===== config.mk =====
export PLATFORM = sky130hd
export DESIGN_NAME = busy_utilization_monitor
export DESIGN_NICKNAME = d
export VERILOG_FILES = /design/src/bum_pkg.sv /design/src/bum_front.sv /design/src/bum_queue.sv /design/src/bum_back.sv /design/src/busy_utilization_monitor.sv
export VERILOG_INCLUDE_DIRS = /design/src /design/src/src
export SDC_FILE = /design/constraint.sdc
export NUM_CORES = 2
export LEC_CHECK = 0
export BUFFER_PORTS_ARGS = -buffer_cell sky130_fd_sc_hd__buf_2
export CORE_MARGIN = 1
export CORE_UTILIZATION = 50
export CTS_CLUSTER_SIZE = 24
export DETAILED_ROUTE_END_ITERATION = 12
export PLACE_DENSITY = 0.74
export SYNTH_ARGS = -nofsm -noshare
export SYNTH_HDL_FRONTEND = slang
export SYNTH_SLANG_ARGS = --single-unit

===== constraint.sdc =====
create_clock -name clk -period 21.3 [get_ports clk]
set_input_delay 2.13 -clock clk [delete_from_list [all_inputs] [get_ports clk]]
set_output_delay 2.13 -clock clk [all_outputs]
set_load 0.1 [all_outputs]

===== src/busy_utilization_monitor_defines.svh =====
// Assertion helpers for the utilization monitor.
`ifndef BUSY_UTILIZATION_MONITOR_DEFINES_SVH
`define BUSY_UTILIZATION_MONITOR_DEFINES_SVH

// same-cycle implication, checked out of reset
`define BUM_ASSERT_NOW(label, ante, cons) \
  label: assert property (@(posedge clk) disable iff (!rst_n) (ante) |-> (cons)) \
    else $error("utilization monitor check failed");

// next-cycle implication, checked out of reset
`define BUM_ASSERT_NEXT(label, ante, cons) \
  label: assert property (@(posedge clk) disable iff (!rst_n) (ante) |=> (cons)) \
    else $error("utilization monitor check failed");

`endif


===== src/bum_pkg.sv =====
`default_nettype none
package bum_pkg;

  localparam logic [1:0] OP_RUN     = 2'd0;
  localparam logic [1:0] OP_STOP    = 2'd1;
  localparam logic [1:0] OP_TICK    = 2'd2;
  localparam logic [1:0] OP_SUSPEND = 2'd3;

  localparam logic [1:0] MODE_INIT = 2'd0;
  localparam logic [1:0] MODE_RUN  = 2'd1;
  localparam logic [1:0] MODE_STOP = 2'd2;

  localparam logic [31:0] NORM_LIMIT = 32'h00ff_ffff;
  localparam int unsigned WORD_BITS  = 32;

  typedef struct packed {
    logic [1:0]  operation;
    logic [62:0] timestamp;
  } in_word_t;

  typedef struct packed {
    logic [31:0] utilization;
    logic        divide_fault;
  } out_word_t;

  // report job from front to back
  typedef struct packed {
    logic        zero_run;
    logic [31:0] work_n;
    logic [31:0] period_n;
  } job_t;

endpackage
`default_nettype wire


===== src/bum_front.sv =====
`default_nettype none
module bum_front (
  input  wire logic             clk,
  input  wire logic             rst_n,
  input  wire logic             cfg_we,
  input  wire logic [15:0]      cfg_data,
  input  wire logic             in_push,
  output logic                  in_full,
  input  wire bum_pkg::in_word_t in_data,
  output logic                  q_push,
  output bum_pkg::job_t         q_job,
  input  wire logic             q_full
);
  import bum_pkg::*;

  typedef enum logic [1:0] {F_IDLE, F_SHIFT, F_PUSH} fstate_t;

  fstate_t     state_r;
  logic [15:0] tpr_r;
  logic [1:0]  mode_r;
  logic [16:0] tick_r;
  logic [62:0] work_r, acc_r, win_r;
  logic        ticking_r;
  logic [62:0] sh_work_r;
  logic [63:0] sh_span_r;
  job_t        job_r;

  logic        accept;
  logic [62:0] now, run_start, stop_end;
  logic [63:0] stop_sum, rep_sum, span;
  logic [62:0] stop_acc, rep_acc;
  logic [16:0] tick_inc;
  logic        below;
  logic [31:0] wn, pn;

  assign accept  = in_push && !in_full;
  assign in_full = (state_r != F_IDLE);
  assign q_push  = (state_r == F_PUSH) && !q_full;
  assign q_job   = job_r;
  assign now     = in_data.timestamp;

  // run start clamp, stop and report accumulate, window span, tick compare
  always_comb begin
    run_start = (now < win_r) ? win_r : now;
    stop_end  = (now < work_r) ? work_r : now;
    stop_sum  = {1'b0, acc_r} + {1'b0, stop_end - work_r};
    stop_acc  = stop_sum[63] ? {63{1'b1}} : stop_sum[62:0];
    rep_sum   = {1'b0, acc_r} + {1'b0, now - work_r};
    rep_acc   = ((work_r != '0) && (now > work_r)) ?
                (rep_sum[63] ? {63{1'b1}} : rep_sum[62:0]) : acc_r;
    span      = {1'b0, now} - {1'b0, win_r};
    tick_inc  = tick_r + 17'd1;
    below     = $signed(tick_inc) < $signed({1'b0, tpr_r});
  end

  // normalize once the high word is gone
  always_comb begin
    wn = sh_work_r[31:0];
    pn = sh_span_r[31:0];
    if (pn > NORM_LIMIT) begin
      pn = pn >> 8;
    end else begin
      wn = wn << 8;
    end
  end

  always_ff @(posedge clk) begin
    if (!rst_n) begin
      state_r   <= F_IDLE;
      tpr_r     <= 16'd1;
      mode_r    <= MODE_INIT;
      tick_r    <= '1;
      work_r    <= '0;
      acc_r     <= '0;
      win_r     <= '0;
      ticking_r <= 1'b1;
    end else begin
      if (cfg_we) begin
        tpr_r <= cfg_data;
      end
      unique case (state_r)
        F_IDLE: begin
          if (accept) begin
            case (in_data.operation)
              OP_RUN: begin
                if (mode_r != MODE_RUN) begin
                  mode_r <= MODE_RUN;
                  work_r <= run_start;
                  if (!ticking_r) begin
                    ticking_r <= 1'b1;
                    tick_r    <= '0;
                    win_r     <= run_start;
                  end
                end
              end
              OP_STOP: begin
                if (mode_r != MODE_STOP) begin
                  mode_r <= MODE_STOP;
                  acc_r  <= stop_acc;
                  work_r <= '0;
                end
              end
              OP_SUSPEND: begin
                ticking_r <= 1'b0;
                mode_r    <= MODE_INIT;
                tick_r    <= '1;
                work_r    <= '0;
                acc_r     <= '0;
                win_r     <= '0;
              end
              default: begin
                if (ticking_r) begin
                  if (below) begin
                    tick_r <= tick_inc;
                    if (win_r == '0) win_r <= now;
                  end else begin
                    tick_r <= '0;
                    win_r  <= now;
                    if (acc_r == '0 && work_r == '0) begin
                      job_r   <= '{zero_run: 1'b1, work_n: '0, period_n: '0};
                      state_r <= F_PUSH;
                    end else begin
                      sh_work_r <= rep_acc;
                      sh_span_r <= span;
                      acc_r     <= '0;
                      if (work_r != '0) work_r <= now;
                      state_r   <= F_SHIFT;
                    end
                  end
                end
              end
            endcase
          end
        end
        F_SHIFT: begin
          // one bit per cycle until the window high word is clear
          if (sh_span_r[63:32] != '0) begin
            sh_span_r <= sh_span_r >> 1;
            sh_work_r <= sh_work_r >> 1;
          end else begin
            job_r   <= '{zero_run: 1'b0, work_n: wn, period_n: pn};
            state_r <= F_PUSH;
          end
        end
        F_PUSH: begin
          if (!q_full) state_r <= F_IDLE;
        end
        default: state_r <= F_IDLE;
      endcase
    end
  end

endmodule
`default_nettype wire


===== src/bum_queue.sv =====
`default_nettype none
module bum_queue #(
  parameter int DEPTH = 2
) (
  input  wire logic           clk,
  input  wire logic           rst_n,
  input  wire logic           push,
  input  wire bum_pkg::job_t  push_job,
  output logic                full,
  input  wire logic           pop,
  output bum_pkg::job_t       pop_job,
  output logic                empty
);
  import bum_pkg::*;

  localparam int AW = (DEPTH > 1) ? $clog2(DEPTH) : 1;
  localparam int CW = $clog2(DEPTH + 1);

  job_t          mem [DEPTH];
  logic [AW-1:0] wr_r, rd_r;
  logic [CW-1:0] cnt_r;

  assign full    = (cnt_r == CW'(DEPTH));
  assign empty   = (cnt_r == '0);
  assign pop_job = mem[rd_r];

  always_ff @(posedge clk) begin
    if (push && !full) mem[wr_r] <= push_job;
  end

  always_ff @(posedge clk) begin
    if (!rst_n) begin
      wr_r  <= '0;
      rd_r  <= '0;
      cnt_r <= '0;
    end else begin
      if (push && !full) begin
        wr_r <= (wr_r == AW'(DEPTH - 1)) ? '0 : wr_r + AW'(1);
      end
      if (pop && !empty) begin
        rd_r <= (rd_r == AW'(DEPTH - 1)) ? '0 : rd_r + AW'(1);
      end
      cnt_r <= cnt_r + CW'(push && !full) - CW'(pop && !empty);
    end
  end

endmodule
`default_nettype wire


===== src/bum_back.sv =====
`default_nettype none
module bum_back (
  input  wire logic           clk,
  input  wire logic           rst_n,
  input  wire logic           q_empty,
  input  wire bum_pkg::job_t  q_job,
  output logic                q_pop,
  output logic                out_empty,
  input  wire logic           out_pop,
  output bum_pkg::out_word_t  out_data
);
  import bum_pkg::*;

  typedef enum logic [1:0] {B_IDLE, B_DIV, B_DONE} bstate_t;

  bstate_t     state_r;
  logic [4:0]  cnt_r;
  logic [31:0] rem_r, quo_r, dvs_r;
  logic        fault_r;
  logic        ovalid_r;
  out_word_t   odata_r;
  logic [32:0] trial;
  logic        slot_free;

  assign q_pop     = (state_r == B_IDLE) && !q_empty;
  assign out_empty = !ovalid_r;
  assign out_data  = odata_r;
  assign slot_free = !ovalid_r || out_pop;
  assign trial     = {rem_r, quo_r[31]} - {1'b0, dvs_r};

  always_ff @(posedge clk) begin
    if (!rst_n) begin
      state_r  <= B_IDLE;
      ovalid_r <= 1'b0;
      cnt_r    <= '0;
    end else begin
      // drop the output word once taken, unless a new one replaces it
      if (out_pop && ovalid_r && !((state_r == B_DONE) && slot_free)) ovalid_r <= 1'b0;
      unique case (state_r)
        B_IDLE: begin
          if (!q_empty) begin
            dvs_r <= q_job.period_n;
            rem_r <= '0;
            cnt_r <= '0;
            if (q_job.zero_run || q_job.period_n == '0) begin
              quo_r   <= '0;
              fault_r <= !q_job.zero_run;
              state_r <= B_DONE;
            end else begin
              quo_r   <= q_job.work_n;
              fault_r <= 1'b0;
              state_r <= B_DIV;
            end
          end
        end
        B_DIV: begin
          // restoring division, one quotient bit per cycle
          if (!trial[32]) begin
            rem_r <= trial[31:0];
            quo_r <= {quo_r[30:0], 1'b1};
          end else begin
            rem_r <= {rem_r[30:0], quo_r[31]};
            quo_r <= {quo_r[30:0], 1'b0};
          end
          cnt_r <= cnt_r + 5'd1;
          if (cnt_r == 5'(WORD_BITS - 1)) state_r <= B_DONE;
        end
        B_DONE: begin
          if (slot_free) begin
            odata_r  <= '{utilization: quo_r, divide_fault: fault_r};
            ovalid_r <= 1'b1;
            state_r  <= B_IDLE;
          end
        end
        default: state_r <= B_IDLE;
      endcase
    end
  end

endmodule
`default_nettype wire


===== src/busy_utilization_monitor.sv =====
// Latency: run, stop, suspend and a tick that ends no period finish at the accepting edge.
// Reporting tick: the front makes s = 0..32 normalize shifts (bit length of the window
// high word), then queues the job; no divide if the unit never ran or on a fault.
// Throughput: one input word per cycle while the front is idle; the input stalls for the
// shifts and queue push of each report; the serial divider takes one report at a time.
// Reset: synchronous active-low rst_n; period register returns to 1, queues empty.
`default_nettype none
`include "busy_utilization_monitor_defines.svh"
module busy_utilization_monitor #(
  parameter int QUEUE_DEPTH = 2
) (
  input  wire logic               clk,
  input  wire logic               rst_n,
  input  wire logic               cfg_we,
  input  wire logic [15:0]        cfg_data,
  input  wire logic               in_push,
  output logic                    in_full,
  input  wire bum_pkg::in_word_t  in_data,
  output logic                    out_empty,
  input  wire logic               out_pop,
  output bum_pkg::out_word_t      out_data
);
  import bum_pkg::*;

  logic q_push, q_full, q_pop, q_empty;
  job_t push_job, pop_job;

  bum_front u_front (
    .clk(clk), .rst_n(rst_n), .cfg_we(cfg_we), .cfg_data(cfg_data),
    .in_push(in_push), .in_full(in_full), .in_data(in_data),
    .q_push(q_push), .q_job(push_job), .q_full(q_full)
  );

  bum_queue #(.DEPTH(QUEUE_DEPTH)) u_queue (
    .clk(clk), .rst_n(rst_n), .push(q_push), .push_job(push_job), .full(q_full),
    .pop(q_pop), .pop_job(pop_job), .empty(q_empty)
  );

  bum_back u_back (
    .clk(clk), .rst_n(rst_n), .q_empty(q_empty), .q_job(pop_job), .q_pop(q_pop),
    .out_empty(out_empty), .out_pop(out_pop), .out_data(out_data)
  );

  `BUM_ASSERT_NOW(a_push_not_full, q_push, !q_full)
  `BUM_ASSERT_NOW(a_pop_not_empty, q_pop, !q_empty)
  `BUM_ASSERT_NOW(a_fault_zero, !out_empty && out_data.divide_fault, out_data.utilization == '0)
  `BUM_ASSERT_NEXT(a_pop_consumes, q_pop && !q_push && q_full, !q_full)

endmodule
`default_nettype wire


==> run metrics <==
sequential power share 32.7%; internal power between 3 and 4 mW; most common cell after layout, fill and taps aside nand2_1; Peak Freq between 0.08 and 0.09 GHz; post-synth top area share 27.8%; hold depth 0; CTS Sinks 692; I/O Buffers 120; vias in the first global route 38,900; post-route ant nets 0; row count about 110; Fin. Hold Viols 0; critical path arrival 11,810 ps; switching share of total power about two fifths; Synth Register Bits slightly below 700; root buffer cell clkbuf_16; Worst path max stage delay 710 ps; Starting Density between 50% and 60%; Pins Over Slew Limit 0; largest net degree at the start of global routing between 100 and 150; async set-reset flop share out of synthesis 0%; Core ar. 96,700 um^2; syn avg cell area 9.01 um^2; area leader, netlist edfxtp_1; Synthesis Warnings 0; critical path class in -> reg; crit share post-route a little over half; HP Class reg -> reg; # resized after CTS 0; Layout Cells excl Fill 6,766; Die ar. a little under 100,000 um^2; max_cap viols 0; Worst Reg-to-Reg Cells 36; number of flops mapped to enable cells by yosys between 400 and 500; postcts setup bufs 0; final wirelength between 100 and 150 mm; overall power 5.19 mW; cts hold-fix bufs 0; first-pass GRT wire length 218 mm; # IOs between 100 and 150; Critical Path Fanout Max 57; Post-Place Cell Area approximately 50,000 um^2; fin util 54.9%; final hold slack 442 ps; dpl ws 9610 ps; Mapped Cells 5,421; slack of the critical path just over 10,000 ps; Final min period 11,250 ps; cell mode on critical path a21oi_1; adder-cell share of the synthesized area approximately 9.9%; Die Ht about 310 um; grt ovf 0; dominant synthesized flop cell edfxtp_1; layout overhead on the synthesized area 8.64%; largest family of logic cells by synthesized area compound AO/OA/AOI/OAI gates; clk slew on worst S/H paths 60 ps; Synth area leaders edfxtp_1 28%, dfxtp_1 9.8%, ha_1 9.7%; Fin Setup TNS 0 ps; via-per-instance ratio around 6.1; Mapped Area 48,900 um^2; simple logic cell fraction of the synthesized area 14.4%; CTS H-tree depth 3; Worst Setup Start Kind input port; most frequent cells in the layout 556 x nand2_1, 501 x a21oi_1, 452 x edfxtp_1, 377 x ha_1, 367 x o21ai_0; CTS Buf Count 78; share of layout cells above drive strength 1 8.07%; slew margin rel. between 15 and 20%; DRT Pass-1 Iters 6; Synth Area in Compound Gates 22.7%; met3 usage approximately 5.7%; routability cong. 0.968; Longest Clk Path Bufs 3; Critical Path Sink Type flip-flop; routing usage on met1 a little over a third; Layout Cell Area excl Fill 53,100 um^2; vias after detailed routing ~41,000; Post-Route Skew between 30 and 40 ps; placed wire-length estimate 111 mm; TritonCTS clock tree done; Static Leakage roughly 21 nW; gr usage total between 20 and 30%; Power per Cell Area ~100 nW/um^2; mux share of post-synthesis cell area under 10%; busiest grt layer met2; die width 315 um; drc violations 0; M2 GR Usage about 46%; share of the yosys chip area belonging to registers between 30% and 40%; xor/xnor share of the synthesized area between 6 and 7%; nets@finish roughly 5,900; Yosys cell types just under 100; slowest cell on the critical path buf_4; NetSw ~2.0 mW; run status completed; initial antenna violation count 38; Comb power frac 40.8%; WP data required 21,860 ps; drt wl/cell between 20 and 25 um; Worst-Skew Late Latency approximately 680 ps; RSZ-0062 raised after global routing false; power share of the clock group a little over a quarter; setup violators final 0; Inst Count DP 6,600; DR iter-0 viols between 3,000 and 4,000; Peak VDD IR between 60 and 70 uV; worst slew pin tran between 1000 and 1500 ps
## area by class of cell
class	count	area, um^2
multi-input cells	4209	28500
repair buffers	158	886
diodes	23	57.6
flip-flops and latches	692	18400
well taps	1276	1600
fillers	8801	43600
inverters	265	997
clock inverters	40	413
clock buffers	103	2220
## registers in the layout, indices dropped and copies added (netlist names), 5 cells and up, named ones only
name,flops
u_queue.mem,130
u_front.q_job,65
u_front.sh_span_r,64
u_front.acc_r,63
u_front.sh_work_r,63
u_front.win_r,63
u_front.work_r,63
u_back.out_data,33
u_back.dvs_r,32
u_back.quo_r,32
u_back.rem_r,32
u_front.tick_r,17
u_front.tpr_r,16
u_back.cnt_r,5
## kinds of logic (layout without fill, tap and decap cells)
logic type                 count (synthesis)  in the layout
and+or+nand+nor                         1505           1505
adders and majority gates                384            384
xor gates and xnor gates                 335            335
other                                      1             31
buffers and inverters                    527            566
AOI/OAI and AO/OA                       1743           1743
DFF                                      692            692
muxes                                    234            234
## cell usage after synthesis, drive strengths merged, types with 47 or more instances
master    n
nand4    86
inv     264
nand3    73
a21o    220
a22oi    64
dfxtp   240
nor2b    47
mux2i   142
nand2   556
a21oi   502
nor4     78
a211oi   49
o31ai    53
edfxtp  452
o21bai   67
clkbuf  216
ha      378
xnor2   194
nor2    367
xor2    141
o21ai   401
a22o     63
nor3     63
and3     63
mux2     92
## per-layer routing
layer  share of wire, %  vias up  wire length, um
li1                   -    20000                -
met1                 41    19800            58900
met2                 47     1254            67300
met3                7.3      283            10400
met4                4.5       24             6390
met5              0.099        -              141
## power by group through the flow
stage	registers, mW	logic, mW	clock network, mW
after global placement	1.71	2.06	0
after global routing	1.70	2.32	1.45
final	1.69	2.12	1.38
after floorplan	1.72	1.57	0
after detailed placement	1.72	2.09	0
after CTS	1.69	2.10	1.40
## worst paths after layout
kind | from | end | slack, ps
worst max-delay path | in_data[10] | u_front.acc_r[60]$_SDFFE_PN0P_ | 10050
worst min-delay path | u_front.q_job[4]$_SDFFCE_PN0P_ | u_queue.mem[1][4]$_DFFE_PP_ | 440
worst max register to register | u_front.work_r[10]$_SDFFE_PN0P_ | u_front.acc_r[60]$_SDFFE_PN0P_ | 10880
worst min register to register | u_front.q_job[4]$_SDFFCE_PN0P_ | u_queue.mem[1][4]$_DFFE_PP_ | 440
## critical path, delay by kind of cell
kind | cells | cell delay, ps
and+or+nand+nor | 6 | 1480
xor gates and xnor gates | 1 | 160
AOI/OAI and AO/OA | 21 | 5400
buffers and inverters | 4 | 1190
adders and majority gates | 4 | 1320
(Power assumes the default switching activity.)
